==> src/hw/rtl/skt_pkg.sv <==
// ----------------------------------------------------------------------------
// skt_pkg: shared types and constants for the sorted key table
// Item layouts, operation and status codes, and the command that the
// control logic broadcasts to the row of table cells.
// ----------------------------------------------------------------------------
package skt_pkg;

    // field widths of the item payloads
    localparam int KEY_W   = 32;
    localparam int DATA_W  = 32;
    localparam int POS_W   = 9;
    localparam int CNT_OUT_W = 9;

    // default table depth
    localparam int CAPACITY_DEF = 256;

    typedef enum logic [1:0] {
        MODE_FIND   = 2'd0,
        MODE_INSERT = 2'd1,
        MODE_DELETE = 2'd2,
        MODE_CLEAR  = 2'd3
    } t_mode;

    typedef enum logic [1:0] {
        STAT_OK       = 2'd0,
        STAT_FULL     = 2'd1,
        STAT_NO_ENTRY = 2'd2
    } t_status;

    typedef struct packed {
        t_mode               mode;
        logic [KEY_W-1:0]    key;
        logic [DATA_W-1:0]   entry_data;
    } t_in_item;

    typedef struct packed {
        logic                found;
        logic [POS_W-1:0]    position;
        logic [CNT_OUT_W-1:0] count;
        t_status             status;
        logic [DATA_W-1:0]   read_data;
    } t_out_item;

    // what every cell does in the commit cycle
    typedef enum logic [1:0] {
        OP_HOLD      = 2'd0,
        OP_OVERWRITE = 2'd1,
        OP_INSERT    = 2'd2,
        OP_REMOVE    = 2'd3
    } t_cell_op;

    typedef struct packed {
        t_cell_op            op;
        logic [KEY_W-1:0]    key;
        logic [DATA_W-1:0]   data;
    } t_cell_cmd;

    typedef enum logic {
        ST_IDLE   = 1'b0,
        ST_COMMIT = 1'b1
    } t_state;

endpackage

==> src/hw/rtl/skt_cell.sv <==
// ----------------------------------------------------------------------------
// skt_cell: one entry of the sorted key table
// Holds a key and its payload, compares against the broadcast key, flags
// the insertion point, and shifts to or from its neighbors on command.
// ----------------------------------------------------------------------------
module skt_cell #(
    parameter int CNT_W = 9,
    parameter int IDX   = 0
) (
    input  logic                          i_clk,
    input  logic                          i_capture,
    input  logic [skt_pkg::KEY_W-1:0]     i_key,
    input  logic [CNT_W-1:0]              i_count,
    input  logic [CNT_W-1:0]              i_pos,
    input  logic                          i_left_lt,
    output logic                          o_lt,
    input  skt_pkg::t_cell_cmd            i_cmd,
    input  logic [skt_pkg::KEY_W-1:0]     i_left_key,
    input  logic [skt_pkg::DATA_W-1:0]    i_left_data,
    input  logic [skt_pkg::KEY_W-1:0]     i_right_key,
    input  logic [skt_pkg::DATA_W-1:0]    i_right_data,
    output logic [skt_pkg::KEY_W-1:0]     o_key,
    output logic [skt_pkg::DATA_W-1:0]    o_data,
    output logic                          o_ins,
    output logic                          o_hit,
    output logic [skt_pkg::DATA_W-1:0]    o_rd_data
);

    localparam logic [CNT_W-1:0] IDX_C = CNT_W'(IDX);

    logic [skt_pkg::KEY_W-1:0]  r_key;
    logic [skt_pkg::DATA_W-1:0] r_data;
    logic                       r_ins;
    logic                       r_hit;
    logic                       r_up;
    logic                       r_ge;
    logic                       w_valid;
    logic                       w_eq;

    // compare against the search key, only for occupied entries
    assign w_valid = (IDX_C < i_count);
    assign o_lt    = w_valid && (r_key < i_key);
    assign w_eq    = w_valid && (r_key == i_key);

    // decision flags taken when an item is accepted
    always_ff @(posedge i_clk) begin
        if (i_capture) begin
            r_ins <= i_left_lt && !o_lt;
            r_hit <= i_left_lt && !o_lt && w_eq;
            r_up  <= !i_left_lt;
            r_ge  <= (IDX_C >= i_pos);
        end
    end

    // entry update in the commit cycle
    always_ff @(posedge i_clk) begin
        case (i_cmd.op)
            skt_pkg::OP_OVERWRITE: begin
                if (r_hit) begin
                    r_data <= i_cmd.data;
                end
            end
            skt_pkg::OP_INSERT: begin
                if (r_ins) begin
                    r_key  <= i_cmd.key;
                    r_data <= i_cmd.data;
                end else if (r_up) begin
                    r_key  <= i_left_key;
                    r_data <= i_left_data;
                end
            end
            skt_pkg::OP_REMOVE: begin
                if (r_ge) begin
                    r_key  <= i_right_key;
                    r_data <= i_right_data;
                end
            end
            default: begin
            end
        endcase
    end

    assign o_key     = r_key;
    assign o_data    = r_data;
    assign o_ins     = r_ins;
    assign o_hit     = r_hit;
    assign o_rd_data = r_hit ? r_data : '0;

endmodule

==> config.mk <==
export PLATFORM = sky130hd
export DESIGN_NAME = skt_cell
export DESIGN_NICKNAME = d
export VERILOG_FILES = /design/src/hw/rtl/skt_pkg.sv /design/src/hw/rtl/skt_cell.sv
export SDC_FILE = /design/constraint.sdc
export NUM_CORES = 1
export LEC_CHECK = 0
export BUFFER_PORTS_ARGS = -buffer_cell sky130_fd_sc_hd__buf_4
export CAP_MARGIN = 25
export CORE_AREA = 2 2 136 138
export DETAILED_ROUTE_END_ITERATION = 12
export DIE_AREA = 0 0 138 140
export GPL_ROUTABILITY_DRIVEN = 0
export GPL_TIMING_DRIVEN = 0
export MAX_ROUTING_LAYER = met4
export PLACE_DENSITY = 0.64
export REMOVE_ABC_BUFFERS = 1
export SYNTH_ARGS = -nofsm -noshare
export SYNTH_HDL_FRONTEND = slang
export SYNTH_SLANG_ARGS = --single-unit
==> constraint.sdc <==
create_clock -name i_clk -period 3 [get_ports i_clk]
set_input_delay 0 -clock i_clk [delete_from_list [all_inputs] [get_ports i_clk]]
set_output_delay 0 -clock i_clk [all_outputs]
set_load 0.05 [all_outputs]
==> summary.md, run 1 <==
| Metric | Value |
|---|---|
| Synthesized area | `~0.0045 mm²` |
| Int Pwr | `2.35 mW` |
| Outcome | `completed` |
| Die ar. | `0.0193 mm²` |
| Post-synthesis async set-or-reset flop share | `0` |
| WP data required | `3.04 ns` |
| Top fanout value on the critical path | `33` |
| Net count, final | `1106` |
| Multi-input gate area | `0.00220 mm²` |
| Global-route wire length before repair | `26.9 mm` |
| Vias | `4936` |
| Dominant cell type by area after synthesis | `edfxtp_1` |
| Clk pwr share | `0.301` |
| Final hold vios | `0` |
| Setup violators final | `0` |
| Fmax | `about 400 MHz` |
| Unique masters post-synth | `32` |
| Synth Area per Inst | `~11 µm²` |
| Clock skew | `~0.0054 ns` |
| ANT nets after route | `0` |
| Slew HR | `0.355` |
| Postcts setup bufs | `0` |
| Starting DRT DRC Count | `about 150` |
| Clk Latency, worst-skew pair | `around 0.33 ns` |
| Most frequent cell after synthesis | `edfxtp_1` |
| Most frequent cells after synthesis | `edfxtp_1 (68), a22o_1 (63), nand2_1 (41), inv_1 (37), o21ai_0 (35)` |
| Fin cells | `1062` |
| Post-route core utilization | `0.470` |
| Startpoint Class | `register` |
| Largest net degree at the start of global routing | `55` |
| Synth top area share | `0.456` |
| Worst vdd ir | `0.000241 V` |
| Vias per Instance | `4.65` |
| Overall routing resource usage | `0.185` |
| Placed cells | `978` |
| Die Ht | `140 µm` |
| Tcrit/Tclk final | `0.828` |
| # rows | `just under 50` |
| Post-synth EDFFs | `a little under 70` |
| Filler Cell Count | `around 1700` |
| Vias in the first global route | `5088` |
| Cts bufs inserted | `9` |
| Post-Syn Instances | `426` |
| Hold crit path type | `in2reg` |
| Kind of critical path | `reg2reg` |
| Final Power | `3.49 mW` |
| Initial antenna violation count | `1` |
| Share of post-route cells with drive strength above 1 | `0.450` |
| YS warnings | `0` |
| TritonRoute pass-1 iters | `4` |
| CP arrival | `2.53 ns` |
| H-Tree Depth | `3` |
| Number of port buffers | `between 300 and 400` |
| Main area contributors after synthesis | `edfxtp_1 (46%), a22o_1 (12%), ha_1 (8.9%)` |
| Max-cap violations | `0` |
| DIE WIDTH | `138 µm` |
| GRT overflow | `0` |
| Clock-pin slew on the worst setup and hold paths | `0.06 ns` |
| Leakage | `3.95 nW` |
| Initial Utilization | `0.252` |
| Power per cell area | `417 mW/mm²` |
| CTS Sinks | `between 60 and 70` |
| # DRC | `0` |
| Root Buffer | `clkbuf_16` |
| CP Capture Type | `register` |
| RSZ-0062 raised after global routing | `no` |
| Ys flop type | `edfxtp_1` |
| Comb pwr share | `0.353` |
| TNS Setup | `0 ns` |
| Least-Margin Pin Slew | `0.968 ns` |
| DRT Wirelength | `17.7 mm` |
| Ports | `346` |
| Part of the power in registers | `0.347` |
| Fin crit period | `between 2 and 2.5 ns` |
| DR WL/cell | `16.7 µm` |
| Core area | `approximately 0.018 mm²` |
| Switching power | `1.13 mW` |
| Synthesis-to-layout area growth | `86.7%` |
| Register area share after synthesis | `0.456` |
| Register area | `0.00204 mm²` |
| Max-slew violation count | `0` |
| Max clock buf depth | `2` |
| Switching Fraction | `0.325` |
| CTS tree | `yes` |
| HPWL Detailed | `between 10 and 15 mm` |
| Seq cells post-synth | `68` |
[power by group through the flow]
stage / clock [mW] / combinational [mW] / sequential [mW]
global route: 1.12 / 1.31 / 1.22
CTS: 1.09 / 1.23 / 1.21
global placement: 0 / 1.11 / 1.24
detailed placement: 0 / 1.16 / 1.23
finish: 1.05 / 1.23 / 1.21
floorplan: 0 / 0.362 / 1.47
[cell families after synthesis]
| group | count (synthesis) | synth area share |
|---|---|---|
| AOI/OAI and AO/OA | 127 | 0.206 |
| adders and majority gates | 32 | 0.0894 |
| buffers and inverters | 65 | 0.0592 |
| DFF | 68 | 0.456 |
| muxes | 32 | 0.0715 |
| and+or+nand+nor | 102 | 0.117 |
[final timing paths]
kind	start	to	slack, ns	depth (start not counted)
min reg2reg	o_key[15]	o_ins	0.93	4
max	o_ins	o_data[4]	0.51	4
max reg2reg	o_ins	o_data[4]	0.51	4
min	i_left_key[16]	o_key[16]	0.02	3
[sequential cells by signal, indices dropped and copies added (netlist names)]
signal,count
o_data,32
o_hit,1
o_ins,1
o_key,32
r_ge,1
r_up,1
[cell type report]
type,count,share of cell area
Antenna cell,1,0.000299
Clock buffer,10,0.0274
Clock inverter,6,0.00658
Inverter,37,0.0166
Multi-Input combinational cell,293,0.263
Sequential cell,68,0.244
Tap cell,229,0.0343
Timing Repair Buffer,418,0.407
[worst max-delay path, stage by stage (launching register included)]
cell,delay (ns)
edfxtp_1,0.79
buf_16,0.25
o311a_4,0.53
o21bai_4,0.38
buf_16,0.23
[metal layers]
metal	wire length (µm)	global-route usage	share of wire
met5	0	-	0
met2	9200	0.324	0.52
met3	1190	0.0366	0.067
met1	7010	0.209	0.40
met4	306	0.0666	0.017
[stage by stage]
stage / cell area, µm² / setup WS, ns / hold WS, ns
final: 8360 / 0.515 / 0.0209
after global routing: 8360 / 0.348 / 0.0115
after CTS: 8350 / 0.0852 / 0.00192
after detailed placement: 7390 / 0.102 / 0.241
after global placement: 7230 / -2.21 / 0.241
after floorplan: 4350 / -1.03 / 0.112
[cells in the final DEF (no fill, tap or decap), types with 3 or more instances in the layout]
cell type,netlist,routed
mux2i_1,32,32
and2_1,33,32
ha_1,32,32
dlygate4sd3_1,0,67
nor2_1,5,4
clkbuf_16,0,9
inv_1,37,37
edfxtp_1,68,68
a21oi_1,12,12
nand2_1,41,41
a21o_1,3,3
a22o_1,63,63
o21ai_0,35,35
nand3_1,6,6
buf_4,0,345
nor4_1,5,5
buf_16,0,4
nand4_1,6,6
[what timing repair did]
item | 4_1_cts | 5_1_grt
endpoints found under the setup margin | 0 | 19
hold buffers | 67 | 0
gates resized for setup | 0 | 1
hold endpoints to repair | 66 | 0
No activity file was read; power rests on OpenSTA's default activity.
==> run 2: changes to the inputs <==
==> constraint.sdc (replaced) <==
create_clock -name i_clk -period 2.6 [get_ports i_clk]
set_input_delay 0 -clock i_clk [delete_from_list [all_inputs] [get_ports i_clk]]
set_output_delay 0 -clock i_clk [all_outputs]
set_load 0.05 [all_outputs]
==> run 2 against run 1 <==
Effect of this change:
- register-to-register slack worse by 0.12 ns
- critical path depth is 2 higher
- total power is 15% higher
- cell area hardly changed
- clock-buffer cell count stayed put
- non-clock buffer count is 1 higher
- sequential power is 15% higher
- largest power group unchanged
- largest cell class unchanged
==> summary.md, run 2 (same netlist as run 1, synthesis figures left out) <==
| Metric | Value |
|---|---|
| Switching Fraction | `0.325` |
| DRT Wirelength | `17.7 mm` |
| Overall routing resource usage | `0.185` |
| Max-slew violation count | `0` |
| Max-cap violations | `0` |
| Kind of critical path | `reg2out` |
| Max clock buf depth | `2` |
| Comb pwr share | `0.354` |
| Cts bufs inserted | `9` |
| Clock skew | `0.00509 ns` |
| Startpoint Class | `register` |
| Slew HR | `0.362` |
| Top fanout value on the critical path | `3` |
| TritonRoute pass-1 iters | `4` |
| Clk pwr share | `0.301` |
| Multi-input gate area | `0.00220 mm²` |
| Commonest non-fill, non-tap cell in the layout | `buf_4` |
| Switching power | `1.31 mW` |
| Tcrit/Tclk final | `0.917` |
| Fin cells | `1063` |
| Vias per Instance | `4.64` |
| Final Power | `4.02 mW` |
| Vias in the first global route | `around 5100` |
| CP Capture Type | `primary output` |
| Initial antenna violation count | `1` |
| Number of port buffers | `345` |
| Int Pwr | `2.72 mW` |
| Die Ht | `140 µm` |
| DIE WIDTH | `138 µm` |
| Placed cell area | `0.00739 mm²` |
| Fmax | `419 MHz` |
| Least-Margin Pin Slew | `0.957 ns` |
| TNS Setup | `0 ns` |
| # DRC | `0` |
| Die ar. | `a little under 0.02 mm²` |
| CTS Sinks | `68` |
| Share of post-route cells with drive strength above 1 | `0.450` |
| Leakage | `around 4 nW` |
| Hold slack | `0.0201 ns` |
| Clk Latency, worst-skew pair | `0.34 ns` |
| DR WL/cell | `between 15 and 20 µm` |
| Ports | `346` |
| Final Cell Area | `0.00837 mm²` |
| WP data required | `2.60 ns` |
| # rows | `49` |
| Setup violators final | `0` |
| Core area | `roughly 0.018 mm²` |
| Part of the power in registers | `0.345` |
| CTS tree | `yes` |
| Placed cells | `978` |
| Most frequent cells in the layout | `buf_4 (346), edfxtp_1 (68), dlygate4sd3_1 (67), a22o_1 (63), nand2_1 (41)` |
| Synthesis-to-layout area growth | `86.9%` |
| Net count, final | `1107` |
| Final hold vios | `0` |
| ANT nets after route | `0` |
| Filler Cell Count | `1679` |
| Outcome | `completed` |
| GRT overflow | `0` |
| H-Tree Depth | `3` |
| Post-route core utilization | `0.471` |
| Fin worst setup slack | `0.216 ns` |
| Vias | `4936` |
| Pre-CTS setup slack | `-0.298 ns` |
| Clock-pin slew on the worst setup and hold paths | `roughly 0.060 ns` |
| Power per cell area | `481 mW/mm²` |
| Worst vdd ir | `~0.00028 V` |
| Global-route wire length before repair | `27.0 mm` |
| Fin crit period | `2.38 ns` |
| Starting DRT DRC Count | `129` |
| Root Buffer | `clkbuf_16` |
| Largest net degree at the start of global routing | `between 50 and 60` |
| RSZ-0062 raised after global routing | `no` |
| CP arrival | `~2.4 ns` |
| Register area | `0.00204 mm²` |
| Hold crit path type | `in2reg` |
| HPWL Detailed | `between 10 and 15 mm` |
| Initial Utilization | `0.252` |
==> run 2: cell types whose count changed in the layout (fill, tap and decap cells not counted) <==
cell / previous run / this run
buf_4: 345 / 346
==> run 2: timing repair <==
item | in CTS | in global routing
endpoints found under the hold margin | 66 | 0
hold buffers | 67 | 0
resized for setup | 1 | 0
buffers inserted | 0 | 1
endpoints found under the setup margin | 32 | 19
==> run 2: final timing paths <==
| kind | to | slack [ns] | cells after the start | start |
|---|---|---|---|---|
| worst min-delay path | o_key[16] | 0.02 | 3 | i_left_key[16] |
| worst max-delay path | o_lt | 0.22 | 6 | o_key[14] |
| worst max register to register | o_data[4] | 0.39 | 3 | o_hit |
| worst min register to register | o_ins | 0.93 | 4 | o_key[15] |
==> run 2: power groups by stage <==
stage                     Clock [mW]  Combinational (mW)  Sequential (mW)
after floorplan                    0               0.418             1.70
after global placement             0                1.28             1.44
after detailed placement           0                1.33             1.42
after CTS                       1.26                1.43             1.40
after global routing            1.29                1.52             1.40
final                           1.21                1.43             1.39
==> run 2: final cells by class <==
type                       count  share of cell area
tap                          229              0.0342
sequential                    68               0.244
clock buffer                  10              0.0274
multi-input combinational    293               0.263
antenna                        1            0.000299
timing repair buffer         419               0.408
inverter                      37              0.0166
clock inverter                 6             0.00658
==> run 2: worst max-delay path: stages, from the launching register on <==
cell	delay (ns)
edfxtp_1	0.40
ha_1	0.34
nand4_1	0.19
nor4_2	0.50
a211oi_2	0.20
o21a_1	0.22
buf_4	0.19
==> run 2: routing by layer <==
metal  wire, µm  track usage  part of all wire  vias up
met2       9190        0.325              0.52      238
met3       1240       0.0366             0.070       16
met5          0            -                 0        -
li1           -            -                 -     2402
met4        306       0.0666             0.017        0
met1       6930        0.209              0.39     2280
